**src/rtl/gmr_pkg.sv**
```systemverilog
// shared types, constants and state codes for the gmr parallel resistance accumulator
package gmr_pkg;

    localparam int unsigned MaxPairs = 1048576;
    localparam logic [20:0] CountCap = (MaxPairs < 21'h1FFFFF) ? 21'(MaxPairs) : 21'h1FFFFF;

    localparam logic [2:0] CfgGmr   = 3'd0;
    localparam logic [2:0] CfgRmin  = 3'd1;
    localparam logic [2:0] CfgLay1  = 3'd2;
    localparam logic [2:0] CfgLay2  = 3'd3;
    localparam logic [2:0] CfgCellX = 3'd4;
    localparam logic [2:0] CfgCellY = 3'd5;

    localparam logic [1:0] StOk     = 2'd0;
    localparam logic [1:0] StNoPair = 2'd1;
    localparam logic [1:0] StZeroV  = 2'd2;
    localparam logic [1:0] StNonPos = 2'd3;

    typedef struct packed {
        logic [7:0]         layer_a;
        logic [7:0]         layer_b;
        logic signed [31:0] offset_x;
        logic signed [31:0] offset_y;
        logic signed [23:0] mag_a_x;
        logic signed [23:0] mag_a_y;
        logic signed [23:0] mag_a_z;
        logic signed [23:0] mag_b_x;
        logic signed [23:0] mag_b_y;
        logic signed [23:0] mag_b_z;
        logic               last_pair;
    } t_in;

    typedef struct packed {
        logic [47:0] resistance;
        logic [20:0] pair_count;
        logic [1:0]  status;
    } t_out;

    typedef enum logic [4:0] {
        S_IDLE, S_MUL, S_SQA, S_SQB, S_PQ, S_DCOS, S_TERM, S_RM, S_RSUM,
        S_DG, S_ACC, S_FIN, S_DRES, S_OUT
    } t_state;

    typedef struct packed {
        logic        start;
        logic [6:0]  steps;
        logic [63:0] num;
        logic [63:0] den;
    } t_div_cmd;

endpackage

```
**src/rtl/gmr_div.sv**
```systemverilog
// restoring divider, one quotient bit per cycle, saturating 64-bit quotient
module gmr_div
    import gmr_pkg::*;
(
    input  logic        i_clk,
    input  logic        i_rst_n,
    input  t_div_cmd    i_cmd,
    output logic        o_busy,
    output logic [63:0] o_quot
);
    // numerator bits enter msb first, then zeros; steps = 64 + shift
    logic [127:0] r_num;
    logic [63:0]  r_rem, r_q, r_den;
    logic [6:0]   r_cnt;
    logic         r_ovf, r_busy;
    logic [64:0]  w_sh;
    logic         w_ge;

    always_comb begin
        w_sh = {r_rem, r_num[127]};
        w_ge = w_sh >= {1'b0, r_den};
    end

    always_ff @(posedge i_clk) begin
        if (!i_rst_n) begin
            r_busy <= 1'b0;
        end else if (i_cmd.start) begin
            r_busy <= 1'b1;
            r_cnt  <= i_cmd.steps;
            r_num  <= {i_cmd.num, 64'd0};
            r_den  <= i_cmd.den;
            r_rem  <= '0;
            r_q    <= '0;
            r_ovf  <= 1'b0;
        end else if (r_busy) begin
            r_num <= r_num << 1;
            r_rem <= w_ge ? 64'(w_sh - {1'b0, r_den}) : w_sh[63:0];
            if (r_q[63]) begin
                r_ovf <= 1'b1;
            end
            r_q   <= {r_q[62:0], w_ge};
            r_cnt <= r_cnt - 7'd1;
            if (r_cnt == 7'd1) begin
                r_busy <= 1'b0;
            end
        end
    end

    assign o_busy = r_busy;
    assign o_quot = r_ovf ? '1 : r_q;
endmodule

```
**config.mk**
```make
export PLATFORM = sky130hd
export DESIGN_NAME = gmr_div
export DESIGN_NICKNAME = d
export VERILOG_FILES = /design/src/rtl/gmr_pkg.sv /design/src/rtl/gmr_div.sv
export SDC_FILE = /design/constraint.sdc
export NUM_CORES = 1
export LEC_CHECK = 0
export ABC_AREA = 1
export BUFFER_PORTS_ARGS = -buffer_cell sky130_fd_sc_hd__clkbuf_2
export CELL_PAD_IN_SITES_DETAIL_PLACEMENT = 1
export CELL_PAD_IN_SITES_GLOBAL_PLACEMENT = 1
export CORE_MARGIN = 4
export CORE_UTILIZATION = 40
export CTS_BUF_LIST = sky130_fd_sc_hd__clkbuf_8
export CTS_CLUSTER_DIAMETER = 60
export DETAILED_ROUTE_END_ITERATION = 10
export HOLD_SLACK_MARGIN = 0.1
export PLACE_DENSITY = 0.75
export SYNTH_ARGS = -nofsm -noshare
export SYNTH_HDL_FRONTEND = slang
export SYNTH_SLANG_ARGS = --single-unit
```
**constraint.sdc**
```tcl
create_clock -name i_clk -period 5.63 [get_ports i_clk]
set_input_delay 0.2815 -clock i_clk [delete_from_list [all_inputs] [get_ports i_clk]]
set_output_delay 0.2815 -clock i_clk [all_outputs]
set_load 0.01 [all_outputs]
```
* Yosys cells after proc, flatten, opt, wreduce, memory -nomap -nowiden
Index checks and enable logic that the tools add are counted.
** Operators by class
- Reduce and logical (&&, ||, !) cells :: 5
- Muxes and demuxes :: 13
- $add $sub $neg :: 2
- $lt $le $gt $ge :: 1
- Eq/ne operators :: 1
** Operators by type and width (count)
- $mux W128 :: 2
- $mux W64 :: 4
- $ge A65 B64 Y1 :: 1
- $sub A64 B64 Y64 :: 1
- $mux W7 :: 2
- $eq A7 B1 Y1 const B :: 1
- $sub A7 B1 Y7 const B :: 1
- $mux W1 :: 5
- $reduce_and A2 Y1 :: 2
- $reduce_bool A2 Y1 :: 2
- $reduce_and A3 Y1 :: 1
** Word-level totals
- Register bits :: 328
- Input bits :: 138
- Logic and storage cells :: 30
- Output and inout port bits :: 65

* Logic depth before layout (Yosys ltp)
Gate-level depths: netlist of run 1.
- Depth in word-level cells :: 4
- Gate-level depth with buffers :: 19
- Gate-level depth less buffers :: 17

* Least setup slack after synthesis of run 1
Ideal clock, no wire load.
- Path kind :: input port to flip-flop
- Start :: input i_cmd[135] (netlist name)
- End :: register r_cnt[0] (enable)
- Setup slack :: 0.208 ns
- Stages on the path :: 3
- Path buffers :: 1
- Arrival :: 4.855 ns
- Library setup time :: 0.567 ns
- Required time :: 5.063 ns
- Cells stage by stage :: clkbuf_1 nand2_1 nand2_1
** Between the ends
- Cells in the longest elaborated chain, start to end :: 2
** Ends and longest elaborated chain
- start, declared :: line gmr_div.sv:7 : input t_div_cmd i_cmd,
- $reduce_bool A2 Y1 (no source line)
- $reduce_and A2 Y1 (no source line)
- end signal, assigned :: line gmr_div.sv:29 : r_cnt <= i_cmd.steps;
- end signal, assigned :: line gmr_div.sv:42 : r_cnt <= r_cnt - 7'd1;
- end, declared :: line gmr_div.sv:14 : logic [6:0] r_cnt;
Every way passes these cells.
A chain may end at the register's enable or synchronous reset.

* Worst setup path in the final report of run 1
- Start :: register r_rem[51]
- End :: register r_rem[14] (data pin)
** Between the ends
- Cells in the longest elaborated chain, start to end :: 3
** Ends and longest elaborated chain
- start, declared :: line gmr_div.sv:13 : logic [63:0] r_rem, r_q, r_den;
- start signal, assigned :: line gmr_div.sv:37 : r_rem <= w_ge ? 64'(w_sh - {1'b0, r_den}) : w_sh[63:0];
- $ge A65 B64 Y1 :: line gmr_div.sv:21 : w_ge = w_sh >= {1'b0, r_den};
- $mux W64 :: line gmr_div.sv:37
- $mux W64 :: line gmr_div.sv:35 : end else if (r_busy) begin
Every way passes these cells. The select of a mux whose other input is x is not followed.

==> flow_summary.toml, run 1 <==
[run_status]
run_status = "finished clean"

[synth]
synth_top_family_by_area = "simple AND/OR/NAND/NOR gates"
syn_area_sq_mm = 0.0176
syn_area_per_cell_sq_um = 7.17
synth_compound_area_frac = 0.0189
synthAdderAreaFrac = 0.0482
synth_cell_types = 36
synthMuxAreaShare = 0
synthCells = 2449
synth_ff_type = "edfxtp_1"
syn_nets = 2654
synth_warnings = 0
synth_edf_count = 264
yosys.area_share.simple = 0.340
async_flop_share = 0
yosysSeqAreaShare = 0.452
synth_seq_cells = 265
synthXorXnorAreaFrac = 0.0165

[run]
max-cap-violations = 0

[floorplanning]
die_area_sq_mm = 0.0473
die_h_um = 218
dieWidth_um = 218
rows = 76
pin_count = 203
core_area_sq_mm = 0.0433
initial_core_util = 0.406

[drt]
firstDrtPassIters = 5
drtIter0Drc = 1013
wl_per_cell_um = 18.0
viasPerCell = 4.77
routed_wl_mm = 61.7
vias = 16300
route.detailed.drc = 0
ant_nets = 0

[clock_network]
ctsHoldBuffers = 136
cts_resized = 0
clkTransAtPathRegs_ns = 0.08
cts_tree = "done"
clk_latency_ns = 0.65
root_buffer = "clkbuf_8"
post_cts_buffers = 0
cts_sinks = 265
numCtsBuffers = 50
htreeDepth = 2
clk_path_buf_depth = 3

[critical_path]
crit_buf_inv = 4
worstPathMaxFanout = 28
crit_slowest_cell = "inv_2"
required_ns = 6.01
reg2reg_setup_slack_ns = 2.28
cp-end-kind = "flop"
startpoint_type = "flop"
crit_top_cell = "nand2_1"
cp_top_family = "buffers and inverters"
crit_arrival_ns = 3.73
criticalPathCategory = "reg2reg"
cpPeakStageDelay_ns = 0.53
path_cells = "ha_1 -> nand2_1 -> inv_1 -> a21oi_1 -> inv_1 -> nand2_1 -> a21o_1 -> nand3_2 -> inv_2 -> buf_4 -> nand3b_1 -> nand2_1 -> nor2_1"

[finish]
fin_util = 0.495
fill_cells = 5560
nNetsFinal = 2998
final_common_cell = "nand2_1"
drive_above_1_share = 0.116
layout_common_cells = "nand2_1 (991), inv_1 (520), nor2_1 (283)"
area.growth.synth_to_final_pct = 21.9
diodes = 0

[timing]
fin_crit_sh = 0.596
setup_violations = 0
grt_setup_unrepaired = "false"
setup_slack_ns = 2.28
maxSlewViolCount = 0
post-route-min-period_ns = 3.35
slew_headroom = 0.286
max_freq_mhz = 298
tightest_slew_ns = 1.07
fin_skew_ns = 0.0343
holdWs_ns = 0.203
hold_viol_final = 0
fin_setup_tns_ns = 0

[global_routing]
overflow = 0
grt_pass1_vias = 17700
grt_max_degree = 94
busiest_layer = "met2"
met3_usage = 0.0390
grt_first_pass_wirelength_mm = 98.2
grt_use_met2 = 0.459
grt_antenna_before_repair = 2
gr-usage-met1 = 0.337
grt_use_total = 0.263

[placed_design]
hpwl_mm = 43.3
dp_slack_ns = 2.22
gp_congestion = 0.941
port_buffers = 202

[pwr]
power.total_mw = 6.40
power_leakage_nw = 11.4
ir_drop_uv = 237
p_per_area_mw_per_mm2 = 299

[min_path]
hp-class = "in2reg"
synth_stat cells, types with 10 or more instances:
cell      instances  share of area
a21oi_1          45          0.013
buf_2            19         0.0054
clkbuf_1         22         0.0047
edfxtp_1        264           0.45
ha_1             66          0.047
inv_1           500           0.11
nand2_1         992           0.21
nand3_1          74          0.021
nand3b_1         40          0.017
nand4_1          10         0.0036
nor2_1          283          0.060
nor2_2           26         0.0093
o21ai_0          13         0.0037
xor2_1           30          0.015
worst paths after layout:
path	startpoint	end	cells after the start
worst max register to register	r_rem[51]$_SDFFCE_PP0P_	r_rem[14]$_SDFFCE_PP0P_	13
worst max-delay path	r_rem[51]$_SDFFCE_PP0P_	r_rem[14]$_SDFFCE_PP0P_	13
worst min-delay path	i_cmd[135]	r_q[9]$_SDFFCE_PP0P_	2
worst min register to register	r_num[99]$_DFFE_PP_	r_num[100]$_DFFE_PP_	2
per-layer routing:
metal	vias to the layer above	wire length, um
met5	-	13
li1	8112	-
met2	360	30200
met3	102	2720
met1	7732	27000
met4	2	1760
cell type report:
cell class	count	area (sq um)	area share
sequential	265	7950	0.371
multi-input combinational	1625	7440	0.348
timing repair buffer	345	2440	0.114
inverter	506	1900	0.0889
clock buffer	55	757	0.0354
tap	585	732	0.0342
clock inverter	36	184	0.00859
power by group:
part | internal, mW | switching, mW | total (mW)
clock | 0.909 | 0.918 | 1.83
sequential | 2.43 | 0.0805 | 2.51
combinational | 0.667 | 1.40 | 2.07
worst reg2reg max path, delay by kind of cell, from the launching register on:
kind / cells / cell delay [ns]
buffers and inverters: 4 / 1.14
adder cells (fa/ha/maj): 1 / 0.40
flip-flops: 1 / 0.39
AND/OR/NAND/NOR: 6 / 0.72
AO/OA/AOI/OAI: 2 / 0.43
metrics by stage:
step           std cells  instance area (sq um)
2_1_floorplan       2449                  17600
3_3_place_gp        3190                  19100
3_5_place_dp        3190                  19100
4_1_cts             3417                  21400
5_1_grt             3417                  21400
6_report            3417                  21400
sequential cells by signal, indices dropped and copies added (netlist names):
name,cells
r_num,64
r_ovf,1
r_rem,64
r_cnt,7
r_q,64
o_busy,1
r_den,64
cell families after synthesis:
logic type | Yosys count
compound gates | 63
xor+xnor | 33
fa+ha+maj | 67
buf+inv | 559
flops | 265
simple gates | 1462
No activity file was read; power rests on OpenSTA's default activity.
==> inputs of run 2 (changes only) <==
--- a/config.mk
+++ b/config.mk
@@ -10,12 +10,12 @@
 export CELL_PAD_IN_SITES_DETAIL_PLACEMENT = 1
 export CELL_PAD_IN_SITES_GLOBAL_PLACEMENT = 1
 export CORE_MARGIN = 4
-export CORE_UTILIZATION = 40
+export CORE_UTILIZATION = 44
 export CTS_BUF_LIST = sky130_fd_sc_hd__clkbuf_8
 export CTS_CLUSTER_DIAMETER = 60
 export DETAILED_ROUTE_END_ITERATION = 10
 export HOLD_SLACK_MARGIN = 0.1
-export PLACE_DENSITY = 0.75
+export PLACE_DENSITY = 0.78
 export SYNTH_ARGS = -nofsm -noshare
 export SYNTH_HDL_FRONTEND = slang
 export SYNTH_SLANG_ARGS = --single-unit
==> constraint.sdc (replaced) <==
create_clock -name i_clk -period 3.1 [get_ports i_clk]
set_input_delay 0.155 -clock i_clk [delete_from_list [all_inputs] [get_ports i_clk]]
set_output_delay 0.155 -clock i_clk [all_outputs]
set_load 0.01 [all_outputs]
==> run 2 against run 1 <==
Against the previous run: global-route usage increased by 4.7 points; total power rose by 85%; worst setup slack lost 2.1 ns; largest power group unchanged; highest routed layer is now met4.
==> flow_summary.toml, run 2 (same netlist as run 1, synthesis figures left out) <==
[floorplanning]
die_area_sq_mm = 0.0432
core_area_sq_mm = 0.0391
dieWidth_um = 208
rows = 72
pin_count = 203
initial_core_util = 0.449
die_h_um = 208

[timing]
fin_setup_tns_ns = 0
max_freq_mhz = 339
maxSlewViolCount = 0
post-route-min-period_ns = 2.95
fin_skew_ns = 0.0530
fin_crit_sh = 0.950
tightest_slew_ns = 1.14
holdWs_ns = 0.213
grt_setup_unrepaired = "false"
slew_headroom = 0.243
setup_violations = 0
hold_viol_final = 0

[global_routing]
grt_use_total = 0.309
overflow = 0
grt_pass1_vias = 18300
grt_max_degree = 110
grt_first_pass_wirelength_mm = 105
grt_antenna_before_repair = 0

[finish]
final_common_cell = "nand2_1"
area.growth.synth_to_final_pct = 22.8
diodes = 0
layout_common_cells = "nand2_1 (990), inv_1 (517), nor2_1 (283)"
final_cells = 3373
drive_above_1_share = 0.123
nNetsFinal = 3028

[placed_design]
hpwl_mm = 44.8
gp_congestion = 0.953
dpl.cell_count = 3150
port_buffers = 202

[critical_path]
startpoint_type = "flop"
reg2reg_to = "r_rem[53]$_SDFFCE_PP0P_"
reg2reg_from = "r_rem[32]$_SDFFCE_PP0P_"
critPathLaunch = "r_rem[32]$_SDFFCE_PP0P_"
crit_top_cell = "nor2_1"
cpPeakStageDelay_ns = 0.44
crit_slowest_cell = "ha_1"
crit_buf_inv = 3
reg2reg_setup_slack_ns = 0.15
worst-r2r-cell-count = 13
cp_top_family = "simple AND/OR/NAND/NOR gates"
crit_arrival_ns = 3.32
cp-end-kind = "flop"
criticalPathCategory = "reg2reg"
worstPathMaxFanout = 5
path_cells = "ha_1 -> nand2_1 -> nor2_1 -> buf_4 -> inv_1 -> nor2_1 -> nand2_1 -> inv_1 -> nand3_1 -> nand3_1 -> nand2_1 -> nor2_1 -> nor2_1"
required_ns = 3.47

[clock_network]
htreeDepth = 2
cts_tree = "done"
root_buffer = "clkbuf_8"
clk_path_buf_depth = 3
cts_sinks = 265
clkTransAtPathRegs_ns = 0.06
numCtsBuffers = 48
clk_latency_ns = 0.66

[run]
max-cap-violations = 0

[drt]
firstDrtPassIters = 5
vias = 17000
routed_wl_mm = 68.6
viasPerCell = 5.04
route.detailed.drc = 0
ant_nets = 0
drtIter0Drc = 1113
wl_per_cell_um = 20.3

[min_path]
hp-class = "in2reg"
hold_path_depth = 2
whs_endpoint = "r_den[39]$_DFFE_PP_"
min_from = "i_cmd[39]"

[run_status]
run_status = "finished clean"

[pwr]
p_per_area_mw_per_mm2 = 548
ir_drop_uv = 411
power_leakage_nw = 11.5
run 2: changes by cell type in the layout (fill, tap and decap cells not counted), moves of 3 or more:
| cell | delta |
|---|---|
| buf_4 | +24 |
| buf_12 | +6 |
| clkinv_2 | -5 |
| inv_1 | -3 |
| clkinv_1 | +5 |
| clkbuf_8 | -5 |
run 2: area by class of cell:
type | count | area (sq um)
Fill cell | 5070 | 17500
Sequential cell | 265 | 7950
Inverter | 506 | 1900
Tap cell | 518 | 648
Timing Repair Buffer | 376 | 2750
Clock inverter | 32 | 180
Multi-Input combinational cell | 1626 | 7460
Clock buffer | 50 | 688
run 2: stage by stage:
stage / cell area [sq um] / power [mW] / setup slack, ns / utilization
after floorplan: 17600 / 7.04 / 0.737 / -
after global placement: 19300 / 8.19 / 0.148 / 0.493
after detailed placement: 19300 / 8.32 / 0.0554 / 0.493
after CTS: 21500 / 11.7 / 0.00358 / 0.551
after global routing: 21600 / 12.5 / 0.0346 / 0.552
final: 21600 / 11.8 / 0.154 / 0.552
run 2: what timing repair did:
action                                  4_1_cts  5_1_grt
gates resized for setup                       0        1
endpoints found under the setup margin        0       35
hold buffers                                137        0
hold endpoints to repair                    164        0
buffers inserted                              0        3
run 2: metal layers:
layer	vias to the layer above	global-route usage	part of all wire
li1	8164	-	-
met1	8181	0.378	0.41
met2	516	0.558	0.50
met3	136	0.0443	0.048
met4	0	0.109	0.037
met5	-	0	0
run 2: power by group:
| part | leakage (nW) | internal, mW | switching, mW |
|---|---|---|---|
| Sequential | 2.58 | 4.41 | 0.166 |
| Combinational | 8.42 | 1.31 | 2.70 |
| Clock | 0.500 | 1.58 | 1.66 |
| Total | 11.5 | 7.30 | 4.52 |
run 2: how the worst max path moves through the flow:
stage,depth (start not counted),slack (ns),end
floorplan,3,0.74,r_cnt[0]$_DFFE_PP_
global placement,12,0.15,r_rem[21]$_SDFFCE_PP0P_
detailed placement,12,0.06,r_rem[20]$_SDFFCE_PP0P_
CTS,12,0.004,r_rem[20]$_SDFFCE_PP0P_
global route,14,0.03,r_rem[52]$_SDFFCE_PP0P_
finish,13,0.15,r_rem[53]$_SDFFCE_PP0P_
